`src/design/qir_pkg.sv`:
```
// ----------------------------------------------------------------------------
// qir_pkg: shared types and constants for the queue imbalance rebalancer
// sizes, request codes, register map, worker table word and controller states
// ----------------------------------------------------------------------------
package qir_pkg;

    // sizes
    localparam int NUM_QUEUES  = 8;
    localparam int MAX_WORKERS = 16;
    localparam int COUNT_BITS  = 16;

    localparam int Q_IDX_W  = $clog2(NUM_QUEUES);
    localparam int W_IDX_W  = $clog2(MAX_WORKERS);
    localparam int SCAN_W   = (W_IDX_W > Q_IDX_W) ? W_IDX_W : Q_IDX_W;
    localparam int WCOUNT_W = 5;
    localparam int RATIO_W  = 23;
    localparam int TOTAL_W  = 32;
    localparam int DIV_CNT_W = $clog2(RATIO_W);

    // apb register file
    localparam int ADDR_W = 4;
    localparam int DATA_W = 32;

    // arithmetic constants
    localparam int PCT_SCALE   = 100;
    localparam int EMPTY_RATIO = 1000;

    // request kinds
    localparam logic [1:0] KIND_QUEUE  = 2'd0;
    localparam logic [1:0] KIND_WORKER = 2'd1;
    localparam logic [1:0] KIND_CHECK  = 2'd2;

    // register indexes
    localparam logic [1:0] REG_ENABLE    = 2'd0;
    localparam logic [1:0] REG_MIN_DEPTH = 2'd1;
    localparam logic [1:0] REG_THRESHOLD = 2'd2;
    localparam logic [1:0] REG_WCOUNT    = 2'd3;

    // one entry of the worker table
    typedef struct packed {
        logic               pending;
        logic [Q_IDX_W-1:0] queue;
        logic               free;
    } t_worker;

    localparam int WORKER_W = $bits(t_worker);

    typedef enum logic [3:0] {
        ST_IDLE,
        ST_QSCAN,
        ST_QEND,
        ST_DECIDE,
        ST_DIV,
        ST_RCHK,
        ST_WSCAN,
        ST_WEND,
        ST_DONE
    } t_state;

endpackage

```
`src/design/qir_ram.sv`:
```
// ----------------------------------------------------------------------------
// qir_ram: generic simple dual-port ram
// one write port, one read port with registered read data
// ----------------------------------------------------------------------------
module qir_ram #(
    parameter int WIDTH = 8,
    parameter int DEPTH = 16
) (
    input  logic                     i_clk,
    input  logic                     i_we,
    input  logic [$clog2(DEPTH)-1:0] i_waddr,
    input  logic [WIDTH-1:0]         i_wdata,
    input  logic                     i_re,
    input  logic [$clog2(DEPTH)-1:0] i_raddr,
    output logic [WIDTH-1:0]         o_rdata
);

    logic [WIDTH-1:0] r_mem [DEPTH];
    logic [WIDTH-1:0] r_rdata;

    always_ff @(posedge i_clk) begin
        if (i_we) begin
            r_mem[i_waddr] <= i_wdata;
        end
        if (i_re) begin
            r_rdata <= r_mem[i_raddr];
        end
    end

    assign o_rdata = r_rdata;

endmodule

```
`src/design/queue_imbalance_rebalancer.sv`:
```
// ----------------------------------------------------------------------------
// queue_imbalance_rebalancer: max/min queue load balancer
// tracks per-queue waiting counts and per-worker status in two rams and, on a
// balance check, moves a free worker from the emptiest to the fullest queue
// ----------------------------------------------------------------------------
// a queue or worker update writes its ram on accept and then loads the result register
// a balance check scans the queue ram and decides, then may run the bit-serial ratio
// divide (skipped when the emptiest queue is empty), the threshold check and the
// worker ram scan before it loads and presents the result
// one request at a time; the next is accepted once the controller is idle
// reset (synchronous, active low) clears counters, config, control state and
// the per-entry valid bits, so every ram entry reads as zero until written
module queue_imbalance_rebalancer (
    input  logic                                 i_clk,
    input  logic                                 i_rst_n,

    // apb configuration port
    input  logic                                 psel,
    input  logic                                 penable,
    input  logic                                 pwrite,
    input  logic [qir_pkg::ADDR_W-1:0]           paddr,
    input  logic [qir_pkg::DATA_W-1:0]           pwdata,
    output logic [qir_pkg::DATA_W-1:0]           prdata,
    output logic                                 pready,

    // request channel
    input  logic                                 i_in_valid,
    output logic                                 o_in_stall,
    input  logic [1:0]                           i_kind,
    input  logic [qir_pkg::Q_IDX_W-1:0]          i_queue_sel,
    input  logic [qir_pkg::COUNT_BITS-1:0]       i_queue_level,
    input  logic [qir_pkg::W_IDX_W-1:0]          i_worker_sel,
    input  logic                                 i_worker_is_free,
    input  logic [qir_pkg::Q_IDX_W-1:0]          i_worker_assign,

    // result channel
    output logic                                 o_out_valid,
    input  logic                                 i_out_stall,
    output logic                                 o_moved,
    output logic [qir_pkg::W_IDX_W-1:0]          o_moved_worker,
    output logic [qir_pkg::Q_IDX_W-1:0]          o_source_queue,
    output logic [qir_pkg::Q_IDX_W-1:0]          o_target_queue,
    output logic [qir_pkg::RATIO_W-1:0]          o_load_ratio,
    output logic [qir_pkg::TOTAL_W-1:0]          o_check_total,
    output logic [qir_pkg::TOTAL_W-1:0]          o_rebalance_total
);

    import qir_pkg::*;

    // config registers
    logic                  r_enable;
    logic [COUNT_BITS-1:0] r_min_depth;
    logic [RATIO_W-1:0]    r_threshold;
    logic [WCOUNT_W-1:0]   r_wcount;

    // controller state
    t_state r_state, n_state;

    // running totals
    logic [TOTAL_W-1:0] r_checks, n_checks;
    logic [TOTAL_W-1:0] r_rebal,  n_rebal;

    // scan index and read tracking
    logic [SCAN_W-1:0] r_idx,  n_idx;
    logic [SCAN_W-1:0] r_pidx, n_pidx;
    logic              r_qpend, n_qpend;
    logic              r_wpend, n_wpend;

    // per-entry valid bits, and the valid bit of the entry just read
    logic [NUM_QUEUES-1:0]  r_qvalid;
    logic [MAX_WORKERS-1:0] r_wvalid;
    logic                   r_q_rvld;
    logic                   r_w_rvld;

    // max/min search
    logic [COUNT_BITS-1:0] r_max, n_max;
    logic [COUNT_BITS-1:0] r_min, n_min;
    logic [Q_IDX_W-1:0]    r_max_idx, n_max_idx;
    logic [Q_IDX_W-1:0]    r_min_idx, n_min_idx;
    logic                  r_have_max, n_have_max;

    // divider: r_num shifts the dividend out and the quotient in
    logic [RATIO_W-1:0]    r_num, n_num;
    logic [COUNT_BITS-1:0] r_rem, n_rem;
    logic [DIV_CNT_W-1:0]  r_dcnt, n_dcnt;
    logic [COUNT_BITS:0]   rem_sh;
    logic                  qbit;

    // result being built
    logic                  r_moved, n_moved;
    logic [W_IDX_W-1:0]    r_mworker, n_mworker;
    logic [Q_IDX_W-1:0]    r_src, n_src;
    logic [Q_IDX_W-1:0]    r_tgt, n_tgt;
    logic [RATIO_W-1:0]    r_ratio, n_ratio;

    // output register
    logic                  r_out_valid, n_out_valid;
    logic                  out_load;
    logic                  r_out_moved;
    logic [W_IDX_W-1:0]    r_out_mworker;
    logic [Q_IDX_W-1:0]    r_out_src;
    logic [Q_IDX_W-1:0]    r_out_tgt;
    logic [RATIO_W-1:0]    r_out_ratio;
    logic [TOTAL_W-1:0]    r_out_checks;
    logic [TOTAL_W-1:0]    r_out_rebal;

    // ram ports
    logic                  q_we, q_re;
    logic [Q_IDX_W-1:0]    q_waddr, q_raddr;
    logic [COUNT_BITS-1:0] q_wdata, q_rdata, q_data;
    logic                  w_we, w_re;
    logic [W_IDX_W-1:0]    w_waddr, w_raddr;
    t_worker               w_wdata, w_rdata, w_data;

    logic                  cfg_we;
    logic [WCOUNT_W-1:0]   limit;
    logic                  w_last;
    logic                  w_match;

    // ------------------------------------------------------------------
    // configuration port
    // ------------------------------------------------------------------
    assign pready = 1'b1;
    assign cfg_we = psel & penable & pwrite & pready;

    always_ff @(posedge i_clk) begin
        if (!i_rst_n) begin
            r_enable    <= 1'b0;
            r_min_depth <= '0;
            r_threshold <= '0;
            r_wcount    <= '0;
        end else if (cfg_we) begin
            case (paddr[3:2])
                REG_ENABLE:    r_enable    <= pwdata[0];
                REG_MIN_DEPTH: r_min_depth <= pwdata[COUNT_BITS-1:0];
                REG_THRESHOLD: r_threshold <= pwdata[RATIO_W-1:0];
                REG_WCOUNT:    r_wcount    <= pwdata[WCOUNT_W-1:0];
                default: ;
            endcase
        end
    end

    always_comb begin
        case (paddr[3:2])
            REG_ENABLE:    prdata = DATA_W'(r_enable);
            REG_MIN_DEPTH: prdata = DATA_W'(r_min_depth);
            REG_THRESHOLD: prdata = DATA_W'(r_threshold);
            REG_WCOUNT:    prdata = DATA_W'(r_wcount);
            default:       prdata = '0;
        endcase
    end

    // ------------------------------------------------------------------
    // state memories
    // ------------------------------------------------------------------
    qir_ram #(
        .WIDTH (COUNT_BITS),
        .DEPTH (NUM_QUEUES)
    ) u_queue_ram (
        .i_clk   (i_clk),
        .i_we    (q_we),
        .i_waddr (q_waddr),
        .i_wdata (q_wdata),
        .i_re    (q_re),
        .i_raddr (q_raddr),
        .o_rdata (q_rdata)
    );

    qir_ram #(
        .WIDTH (WORKER_W),
        .DEPTH (MAX_WORKERS)
    ) u_worker_ram (
        .i_clk   (i_clk),
        .i_we    (w_we),
        .i_waddr (w_waddr),
        .i_wdata (w_wdata),
        .i_re    (w_re),
        .i_raddr (w_raddr),
        .o_rdata (w_rdata)
    );

    // entries never written read as zero
    assign q_data = r_q_rvld ? q_rdata : '0;
    assign w_data = r_w_rvld ? w_rdata : '0;

    // idle search covers at most the whole table
    assign limit  = (r_wcount > WCOUNT_W'(MAX_WORKERS)) ? WCOUNT_W'(MAX_WORKERS) : r_wcount;
    assign w_last = (WCOUNT_W'(r_idx) + WCOUNT_W'(1)) == limit;

    // worker read back last cycle is free and serves the emptiest queue
    assign w_match = r_wpend && w_data.free && (w_data.queue == r_min_idx);

    // one restoring divide step
    assign rem_sh = {r_rem, r_num[RATIO_W-1]};
    assign qbit   = rem_sh >= {1'b0, r_min};

    assign o_in_stall = (r_state != ST_IDLE);

    // ------------------------------------------------------------------
    // controller
    // ------------------------------------------------------------------
    always_ff @(posedge i_clk) begin
        if (!i_rst_n) begin
            r_state <= ST_IDLE;
        end else begin
            r_state <= n_state;
        end
    end

    always_comb begin
        n_state     = r_state;
        n_checks    = r_checks;
        n_rebal     = r_rebal;
        n_idx       = r_idx;
        n_pidx      = r_pidx;
        n_qpend     = 1'b0;
        n_wpend     = 1'b0;
        n_max       = r_max;
        n_min       = r_min;
        n_max_idx   = r_max_idx;
        n_min_idx   = r_min_idx;
        n_have_max  = r_have_max;
        n_num       = r_num;
        n_rem       = r_rem;
        n_dcnt      = r_dcnt;
        n_moved     = r_moved;
        n_mworker   = r_mworker;
        n_src       = r_src;
        n_tgt       = r_tgt;
        n_ratio     = r_ratio;
        out_load    = 1'b0;

        q_we    = 1'b0;
        q_waddr = i_queue_sel;
        q_wdata = i_queue_level;
        q_re    = 1'b0;
        q_raddr = r_idx[Q_IDX_W-1:0];

        w_we    = 1'b0;
        w_waddr = i_worker_sel;
        w_wdata = '{pending: 1'b0, queue: i_worker_assign, free: i_worker_is_free};
        w_re    = 1'b0;
        w_raddr = r_idx[W_IDX_W-1:0];

        // fold the queue count read last cycle into the max/min search
        if (r_qpend) begin
            if (r_pidx == '0) begin
                n_min     = q_data;
                n_min_idx = '0;
            end else if (q_data < r_min) begin
                n_min     = q_data;
                n_min_idx = r_pidx[Q_IDX_W-1:0];
            end
            if (q_data > r_max) begin
                n_max      = q_data;
                n_max_idx  = r_pidx[Q_IDX_W-1:0];
                n_have_max = 1'b1;
            end
        end

        case (r_state)
            ST_IDLE: begin
                if (i_in_valid) begin
                    n_moved   = 1'b0;
                    n_mworker = '0;
                    n_src     = '0;
                    n_tgt     = '0;
                    n_ratio   = '0;
                    n_state   = ST_DONE;
                    case (i_kind)
                        KIND_QUEUE: begin
                            q_we = 1'b1;
                        end
                        KIND_WORKER: begin
                            // a status update also clears the pending flag
                            w_we = 1'b1;
                        end
                        KIND_CHECK: begin
                            if (r_enable) begin
                                n_checks   = r_checks + TOTAL_W'(1);
                                n_max      = '0;
                                n_max_idx  = '0;
                                n_have_max = 1'b0;
                                n_idx      = '0;
                                n_state    = ST_QSCAN;
                            end
                        end
                        default: ;
                    endcase
                end
            end

            ST_QSCAN: begin
                q_re    = 1'b1;
                n_qpend = 1'b1;
                n_pidx  = r_idx;
                if (r_idx == SCAN_W'(NUM_QUEUES - 1)) begin
                    n_state = ST_QEND;
                end else begin
                    n_idx = r_idx + SCAN_W'(1);
                end
            end

            ST_QEND: begin
                // last queue count folds in this cycle
                n_state = ST_DECIDE;
            end

            ST_DECIDE: begin
                if (!r_have_max || (r_max_idx == r_min_idx) || (r_max < r_min_depth)) begin
                    n_state = ST_DONE;
                end else if (r_min == '0) begin
                    n_ratio = RATIO_W'(EMPTY_RATIO);
                    n_state = ST_RCHK;
                end else begin
                    n_num   = RATIO_W'(RATIO_W'(r_max) * RATIO_W'(PCT_SCALE));
                    n_rem   = '0;
                    n_dcnt  = '0;
                    n_state = ST_DIV;
                end
            end

            ST_DIV: begin
                n_rem  = qbit ? COUNT_BITS'(rem_sh - {1'b0, r_min}) : rem_sh[COUNT_BITS-1:0];
                n_num  = {r_num[RATIO_W-2:0], qbit};
                n_dcnt = r_dcnt + DIV_CNT_W'(1);
                if (r_dcnt == DIV_CNT_W'(RATIO_W - 1)) begin
                    n_ratio = {r_num[RATIO_W-2:0], qbit};
                    n_state = ST_RCHK;
                end
            end

            ST_RCHK: begin
                if ((r_ratio < r_threshold) || (limit == '0)) begin
                    n_state = ST_DONE;
                end else begin
                    n_idx   = '0;
                    n_state = ST_WSCAN;
                end
            end

            ST_WSCAN, ST_WEND: begin
                if (w_match) begin
                    // move the worker and flag the reassignment
                    w_we      = 1'b1;
                    w_waddr   = r_pidx[W_IDX_W-1:0];
                    w_wdata   = '{pending: 1'b1, queue: r_max_idx, free: 1'b1};
                    n_rebal   = r_rebal + TOTAL_W'(1);
                    n_moved   = 1'b1;
                    n_mworker = r_pidx[W_IDX_W-1:0];
                    n_src     = r_min_idx;
                    n_tgt     = r_max_idx;
                    n_state   = ST_DONE;
                end else if (r_state == ST_WEND) begin
                    n_state = ST_DONE;
                end else begin
                    w_re    = 1'b1;
                    n_wpend = 1'b1;
                    n_pidx  = r_idx;
                    if (w_last) begin
                        n_state = ST_WEND;
                    end else begin
                        n_idx = r_idx + SCAN_W'(1);
                    end
                end
            end

            ST_DONE: begin
                if (!r_out_valid || !i_out_stall) begin
                    out_load = 1'b1;
                    n_state  = ST_IDLE;
                end
            end

            default: begin
                n_state = ST_IDLE;
            end
        endcase

        if (out_load) begin
            n_out_valid = 1'b1;
        end else if (r_out_valid && !i_out_stall) begin
            n_out_valid = 1'b0;
        end else begin
            n_out_valid = r_out_valid;
        end
    end

    // ------------------------------------------------------------------
    // control registers with reset
    // ------------------------------------------------------------------
    always_ff @(posedge i_clk) begin
        if (!i_rst_n) begin
            r_checks    <= '0;
            r_rebal     <= '0;
            r_qpend     <= 1'b0;
            r_wpend     <= 1'b0;
            r_qvalid    <= '0;
            r_wvalid    <= '0;
            r_out_valid <= 1'b0;
        end else begin
            r_checks    <= n_checks;
            r_rebal     <= n_rebal;
            r_qpend     <= n_qpend;
            r_wpend     <= n_wpend;
            r_out_valid <= n_out_valid;
            if (q_we) begin
                r_qvalid[q_waddr] <= 1'b1;
            end
            if (w_we) begin
                r_wvalid[w_waddr] <= 1'b1;
            end
        end
    end

    // ------------------------------------------------------------------
    // datapath registers
    // ------------------------------------------------------------------
    always_ff @(posedge i_clk) begin
        r_idx      <= n_idx;
        r_pidx     <= n_pidx;
        r_max      <= n_max;
        r_min      <= n_min;
        r_max_idx  <= n_max_idx;
        r_min_idx  <= n_min_idx;
        r_have_max <= n_have_max;
        r_num      <= n_num;
        r_rem      <= n_rem;
        r_dcnt     <= n_dcnt;
        r_moved    <= n_moved;
        r_mworker  <= n_mworker;
        r_src      <= n_src;
        r_tgt      <= n_tgt;
        r_ratio    <= n_ratio;
        if (q_re) begin
            r_q_rvld <= r_qvalid[q_raddr];
        end
        if (w_re) begin
            r_w_rvld <= r_wvalid[w_raddr];
        end
        if (out_load) begin
            r_out_moved   <= r_moved;
            r_out_mworker <= r_mworker;
            r_out_src     <= r_src;
            r_out_tgt     <= r_tgt;
            r_out_ratio   <= r_ratio;
            r_out_checks  <= r_checks;
            r_out_rebal   <= r_rebal;
        end
    end

    assign o_out_valid       = r_out_valid;
    assign o_moved           = r_out_moved;
    assign o_moved_worker    = r_out_mworker;
    assign o_source_queue    = r_out_src;
    assign o_target_queue    = r_out_tgt;
    assign o_load_ratio      = r_out_ratio;
    assign o_check_total     = r_out_checks;
    assign o_rebalance_total = r_out_rebal;

endmodule
```
`config.mk`:
```
export PLATFORM = sky130hd
export DESIGN_NAME = queue_imbalance_rebalancer
export DESIGN_NICKNAME = d
export VERILOG_FILES = /design/src/design/qir_pkg.sv /design/src/design/qir_ram.sv /design/src/design/queue_imbalance_rebalancer.sv
export SDC_FILE = /design/constraint.sdc
export NUM_CORES = 1
export LEC_CHECK = 0
export ABC_CLOCK_PERIOD_IN_PS = 5900
export BUFFER_PORTS_ARGS = -buffer_cell sky130_fd_sc_hd__clkbuf_2
export CORE_ASPECT_RATIO = 0.9
export CORE_MARGIN = 2
export CORE_UTILIZATION = 55
export CTS_CLUSTER_SIZE = 20
export DETAILED_ROUTE_END_ITERATION = 10
export PLACE_DENSITY = 0.77
export SLEW_MARGIN = 20
export SYNTH_ARGS = -nofsm -noshare
export SYNTH_HDL_FRONTEND = slang
export SYNTH_SLANG_ARGS = --single-unit
export TNS_END_PERCENT = 20
```
`constraint.sdc`:
```
create_clock -name i_clk -period 5.9 [get_ports i_clk]
set_input_delay 0.885 -clock i_clk [delete_from_list [all_inputs] [get_ports i_clk]]
set_output_delay 0.885 -clock i_clk [all_outputs]
set_load 0.005 [all_outputs]
```
==> results of run 1 <==
[cells in the mapped netlist (all sizes together), types with 43 or more instances]
| cell type | n |
|---|---|
| and2 | 73 |
| nor2 | 110 |
| a21boi | 64 |
| and3 | 45 |
| xnor2 | 57 |
| dfxtp | 160 |
| mux4 | 60 |
| ha | 139 |
| clkbuf | 57 |
| edfxtp | 417 |
| a21oi | 43 |
| inv | 131 |
| nand2 | 178 |
| o21ai | 66 |
[registers in the layout, summed over array words and instances, names as in the netlist, 23 cells and up]
| register | count |
|---|---|
| r_ratio | 23 |
| o_check_total | 32 |
| r_num | 23 |
| u_queue_ram.r_mem | 128 |
| o_rebalance_total | 32 |
| u_worker_ram.r_mem | 64 |
| o_load_ratio | 23 |
| r_checks | 32 |
| r_rebal | 32 |
| r_threshold | 23 |
[layer usage]
metal	routed length, um	track usage
met2	28100	0.394
met4	1430	0.0714
met5	0	0
met1	25300	0.320
met3	3560	0.0362
[power groups by stage]
stage                     sequential (mW)  clock [mW]  combinational [mW]
after floorplan                      4.67           0                1.10
after global placement               4.68           0                1.40
after detailed placement             4.69           0                1.45
after CTS                            4.60        3.47                1.48
after global routing                 4.61        3.61                1.68
final                                4.60        3.41                1.48
[logic make-up after synthesis]
kind of cell             count (synthesis)  share of synthesized area
XOR/XNOR                                78                     0.0257
other                                    2                   0.000283
flip-flops                             577                      0.593
adder cells (fa/ha/maj)                151                     0.0746
multiplexers                           117                     0.0733
buffers and inverters                  223                     0.0344
AO/OA/AOI/OAI                          316                     0.0811
AND/OR/NAND/NOR                        609                      0.118
[final cells by class]
type                    instances  area (sq um)  share of cell area
diodes                          2          5.00            0.000168
clock buffers                  70          1460              0.0491
clock inverters                32           259             0.00869
inverters                     131           492              0.0165
multi-input cells            1281         10000               0.336
flip-flops and latches        577         15700               0.527
well taps                     624           781              0.0262
repair buffers                202          1060              0.0356
[per-stage QoR]
stage	worst slack, ns	total power, mW	util
2_1_floorplan	1.80	5.77	-
5_1_grt	1.58	9.90	0.624
3_5_place_dp	1.97	6.14	0.588
6_report	1.84	9.50	0.625
3_3_place_gp	2.10	6.08	0.588
4_1_cts	1.92	9.55	0.624
[worst max path at each step]
stage / from / to / slack, ns / depth (start not counted)
detailed placement: r_max[2] / r_num[22] / 1.97 / 11
global route: r_max[2] / r_num[22] / 1.58 / 11
floorplan: r_state[0] / o_check_total[0] / 1.80 / 4
CTS: r_max[2] / r_num[22] / 1.92 / 11
finish: r_max[2] / r_num[22] / 1.84 / 11
global placement: r_max[2] / r_num[22] / 2.10 / 11
[cell usage in the layout (no fill, tap or decap), types with 10 or more instances in the layout]
cell type	netlist	routed
edfxtp_1	417	417
clkbuf_2	0	182
nand2_1	178	178
dfxtp_1	160	160
ha_1	139	139
inv_1	130	130
nor2_1	110	105
and2_1	72	72
o21ai_0	65	65
mux4_2	60	60
a21boi_0	58	58
xnor2_1	57	57
clkbuf_16	0	55
and3_1	45	45
a21oi_1	43	41
mux2i_1	38	38
nand3_1	36	36
o21a_1	31	31
or3_1	26	26
a21o_1	25	25
xor2_1	21	21
nor3_1	27	21
nand4_1	20	20
buf_4	13	20
nor2b_1	20	19
mux2_2	19	19
a22o_1	16	16
nand2b_1	12	12
a31oi_1	12	12
fa_1	12	12
clkbuf_1	57	12
clkinv_2	0	11
nor4_1	10	10
conb_1	2	10
clkinv_1	0	10
==> flow_metrics.py, run 1 <==
metrics = {
    "power_and_ir_drop": {
        "p_switching_mw": 2.40,
        "p_leak_nw": 11.5,
        "power.density_mw_per_mm2": 319,
        "p_int_mw": 7.10,
        "irDropWorstVdd_mv": 0.316,
        "switching_share": 0.252,
        "clock_power_share": 0.360,
        "seqPwrFrac": 0.484,
        "p_comb_frac": 0.156,
    },
    "timing": {
        "relSlewSlack": 0.276,
        "finalHoldViolations": 0,
        "min_period_over_period": 0.689,
        "drv_slew": 0,
        "final.setup_skew_ns": 0.0246,
        "rsz0062_at_grt": "false",
        "setup_viol": 0,
        "max_slew.worst_pin.slew_ns": 1.08,
        "period_minus_slack_ns": 4.06,
        "fmax_mhz": 246,
        "fin_setup_tns_ns": 0,
        "hold_ws_ns": 0.419,
    },
    "clocking": {
        "numClockSinks": 577,
        "insertion_delay_ns": 0.61,
        "ctsHoldBuffers": 0,
        "cts_resized": 0,
        "clockRootBuffer": "clkbuf_16",
        "cts_buffers": 55,
        "clk_pin_slew_ns": 0.07,
        "cts_max_level": 2,
        "cts_setup_buffers": 0,
        "clockBufferDepth": 3,
        "tritoncts": "done",
    },
    "routing": {
        "drc": 0,
        "wl_um": 58400,
        "first_pass_iters": 6,
        "wl_per_cell_um": 20.0,
        "ant_nets": 0,
        "num_vias": 16900,
        "vias_per_cell": 5.77,
        "drtIter0Drc": 1474,
    },
    "yosys": {
        "synth-edff-count": 417,
        "syn-instance-count": 2073,
        "synth-seq-cells": 577,
        "ys_warn_count": 0,
        "synthArstFlopShare": 0,
        "syn_area_sq_mm": 0.0265,
        "synth_top_area_share": 0.472,
        "ys_top_cells_by_area": "edfxtp_1 47%, dfxtp_1 12%, ha_1 6.6%",
        "ys.flop_type": "edfxtp_1",
        "synth_area_per_cell_sq_um": 12.8,
        "ys_seq_area_frac": 0.593,
        "synth.distinct_cells": 78,
        "synth_largest_area_cell": "edfxtp_1",
    },
    "place": {
        "placed_area_sq_mm": 0.0281,
        "place_congestion": 0.892,
        "dp_hpwl_um": 40800,
        "dp_cells": 2815,
        "port_buffers": 183,
    },
    "floorplanning": {
        "start_util": 0.556,
        "die_area_sq_mm": 0.0500,
        "fp-row-count": 76,
        "die_x_um": 236,
        "ios": 205,
        "die_h_um": 212,
        "core_sq_mm": 0.0477,
    },
    "worst_setup_path": {
        "cp.arrival_ns": 4.41,
        "rr_startpoint": "r_max[2]",
        "cpMostUsedCell": "ha_1",
        "cp-start-kind": "register",
        "path_class": "reg2reg",
        "cp_cell_sequence": "ha_1 -> ha_1 -> fa_1 -> ha_1 -> a21oi_1 -> o21ai_0 -> a311oi_1 -> nor2_1 -> o311ai_0 -> a31oi_1 -> o21a_1",
        "crit_family": "compound AO/OA/AOI/OAI gates",
        "cp_max_fo": 10,
        "ff2ff_path_depth": 11,
        "worst_r2r_endpoint": "r_num[22]",
        "crit_required_ns": 6.24,
        "cp_slowest_cell": "dfxtp_1",
        "critPathBufInv": 0,
        "crit_path_max_incr_delay_ns": 0.58,
        "rrSetupSlack_ns": 1.84,
        "end_kind": "register",
    },
    "global_routing": {
        "grt_pass1_wl_um": 92300,
        "overflow": 0,
        "grt_pass1_vias": 16700,
        "grt_max_degree": 104,
        "antenna_found_initial": 2,
        "gr-usage-all-layers": 0.235,
    },
    "flow_run": {
        "drv_cap": 0,
    },
    "min_path": {
        "hp-start": "r_tgt[1]",
        "hold_path.class": "reg2reg",
        "hold_path_end": "o_target_queue[1]",
        "min_delay_path_depth": 0,
    },
    "cells_and_area": {
        "stdcell_area_sq_mm": 0.0298,
        "fillers": 3534,
        "drive_above_1_share": 0.174,
        "layout.nets": 2471,
        "area_growth_pct": 12.3,
        "final_cells": 2919,
    },
    "run_status": {
        "outcome": "finished clean",
    },
}
No activity file was read; power rests on OpenSTA's default activity.
==> run 2: changes to the inputs <==
Settings changed: ABC_CLOCK_PERIOD_IN_PS 5900 to 3300.
Clock period 5.9 ns to 3.3 ns, I/O delays scaled along.
==> run 2 against run 1 <==
The flow now finishes with violations (setup timing). Combinational power rose to 2.9 times the previous value. Count of clock-buffer cells in the layout up 3. Largest power group unchanged. Critical path depth is 4 higher. Clock power is 85% higher. First-iteration DRC count up 23%. Largest cell class unchanged. Total power is 98% higher. Utilization up 2.7 points. Final area grew 4.4%. Sequential share of layout area fell by 2.1 points. Global-route usage grew 0.74 points. Final cell count is 2.9% higher. Die area is the same.
==> flow_metrics.py, run 2 (same netlist as run 1, synthesis figures left out) <==
metrics = {
    "run_status": {
        "outcome": "complete, but fails checks",
        "violations": "setup timing",
    },
    "timing": {
        "period_minus_slack_ns": 3.32,
        "relSlewSlack": 0.422,
        "max_slew.worst_pin.slew_ns": 0.865,
        "worst_slack_ns": -0.0222,
        "final.setup_skew_ns": 0.0196,
        "setup_viol": 1,
        "min_period_over_period": 1.01,
        "fmax_mhz": 301,
        "drv_slew": 0,
        "rsz0062_at_grt": "true",
        "finalHoldViolations": 0,
    },
    "floorplanning": {
        "ios": 205,
        "core_sq_mm": 0.0477,
        "fp-row-count": 76,
        "start_util": 0.556,
        "die_x_um": 236,
        "die_area_sq_mm": 0.0500,
        "die_h_um": 212,
    },
    "cells_and_area": {
        "largest_register_ffs": 128,
        "final_common_cell": "edfxtp_1",
        "layout.nets": 2554,
        "drive_above_1_share": 0.231,
        "largest-register": "u_queue_ram.r_mem",
        "fillers": 3361,
        "final_cells": 3004,
        "area_growth_pct": 17.2,
        "stdcell_area_sq_mm": 0.0311,
        "largestRegisters": "u_queue_ram.r_mem: 128 flops, u_worker_ram.r_mem: 64 flops",
        "most-common-layout-cells": "417 x edfxtp_1, 182 x clkbuf_2, 176 x nand2_1",
    },
    "global_routing": {
        "grt_pass1_vias": 17400,
        "grt_max_degree": 88,
        "overflow": 0,
        "gr-usage-all-layers": 0.243,
        "grt_pass1_wl_um": 94900,
        "antenna_found_initial": 3,
    },
    "worst_setup_path": {
        "crit_required_ns": 3.65,
        "cp_max_fo": 3,
        "cp-start-kind": "register",
        "end_kind": "register",
        "path_class": "reg2reg",
        "cp.arrival_ns": 3.67,
    },
    "clocking": {
        "tritoncts": "done",
        "clk_pin_slew_ns": 0.06,
        "clockRootBuffer": "clkbuf_16",
        "cts_max_level": 2,
        "insertion_delay_ns": 0.61,
        "clockBufferDepth": 3,
        "numClockSinks": 577,
        "ctsHoldBuffers": 0,
        "cts_buffers": 54,
    },
    "place": {
        "place_congestion": 0.866,
        "dp_cells": 2890,
        "port_buffers": 183,
        "dp_hpwl_um": 41900,
        "placed_area_sq_mm": 0.0287,
    },
    "power_and_ir_drop": {
        "power.density_mw_per_mm2": 603,
        "p_leak_nw": 12.0,
        "design_power_total_mw": 18.8,
        "irDropWorstVdd_mv": 0.529,
    },
    "routing": {
        "ant_nets": 0,
        "drtIter0Drc": 1813,
        "wl_per_cell_um": 20.3,
        "first_pass_iters": 6,
        "wl_um": 61100,
        "num_vias": 17500,
        "vias_per_cell": 5.83,
        "drc": 0,
    },
    "min_path": {
        "hold_path.class": "in2reg",
    },
    "flow_run": {
        "drv_cap": 0,
    },
}
[run 2: cell count changes in the layout (fill, tap and decap cells not counted), sizes merged]
cell	before	now
inv	135	131
clkinv	21	20
clkbuf	252	255
bufinv	3	5
buf	20	104
diode	2	4
clkinvlp	4	3
[run 2: path summary, 6_finish.rpt]
| check | start | endpoint | slack (ns) | cells after the start |
|---|---|---|---|---|
| setup / recovery | r_max[4] | r_num[18] | -0.02 | 15 |
| hold / removal | pwdata[18] | r_threshold[18] | 0.13 | 3 |
| setup reg to reg | r_max[4] | r_num[18] | -0.02 | 15 |
| hold reg to reg | r_moved | o_moved | 0.42 | 0 |
[run 2: critical path, cell delays in order, from the launching register on]
cell and delay, ns:
dfxtp_4 0.36, ha_4 0.24, ha_4 0.26, inv_2 0.03, fa_1 0.53, inv_2 0.06
ha_4 0.26, a21oi_4 0.18, o21ai_4 0.09, a311oi_2 0.27, buf_4 0.16, nor2_2 0.05
buf_4 0.14, o31ai_4 0.17, xnor2_1 0.08, a21o_1 0.18
[run 2: timing repair]
item                                    CTS  global route
endpoints found under the setup margin    6            11
resized for setup                        65            32
setup buffers                             8             4
pin swaps                                31            27
[run 2: per-layer routing]
| metal | vias up | wire (um) | track usage |
|---|---|---|---|
| met5 | - | 0 | 0 |
| met4 | 0 | 2070 | 0.0918 |
| met3 | 139 | 4520 | 0.0487 |
| met2 | 671 | 29400 | 0.403 |
| met1 | 8597 | 25100 | 0.318 |
| li1 | 8101 | - | - |
[run 2: power breakdown]
group | leakage (nW) | internal [mW] | switching, mW
clock network | 0.882 | 3.60 | 2.70
logic | 5.91 | 2.15 | 2.10
registers | 5.18 | 8.10 | 0.117
total | 12.0 | 13.9 | 4.91
[run 2: layout make-up]
cell class | instances | area, sq um | area share
Timing Repair Buffer | 286 | 1770 | 0.0567
Clock inverter | 28 | 308 | 0.00989
Tap cell | 624 | 781 | 0.0251
Inverter | 131 | 492 | 0.0158
Antenna cell | 4 | 10.0 | 0.000322
Clock buffer | 73 | 1500 | 0.0482
Multi-Input combinational cell | 1281 | 10500 | 0.338
Sequential cell | 577 | 15700 | 0.506
[run 2: stage by stage]
stage                     utilization  setup TNS, ns  hold WS (ns)  worst slack [ns]
after floorplan                     -         -29.03         0.400            -0.526
final                           0.652        -0.0222         0.130           -0.0222
after detailed placement        0.601          -1.40         0.406            -0.395
after global routing            0.652         -0.285         0.133           -0.0961
after CTS                       0.647      -0.000504         0.101         -0.000504
after global placement          0.601         -0.888         0.404            -0.276
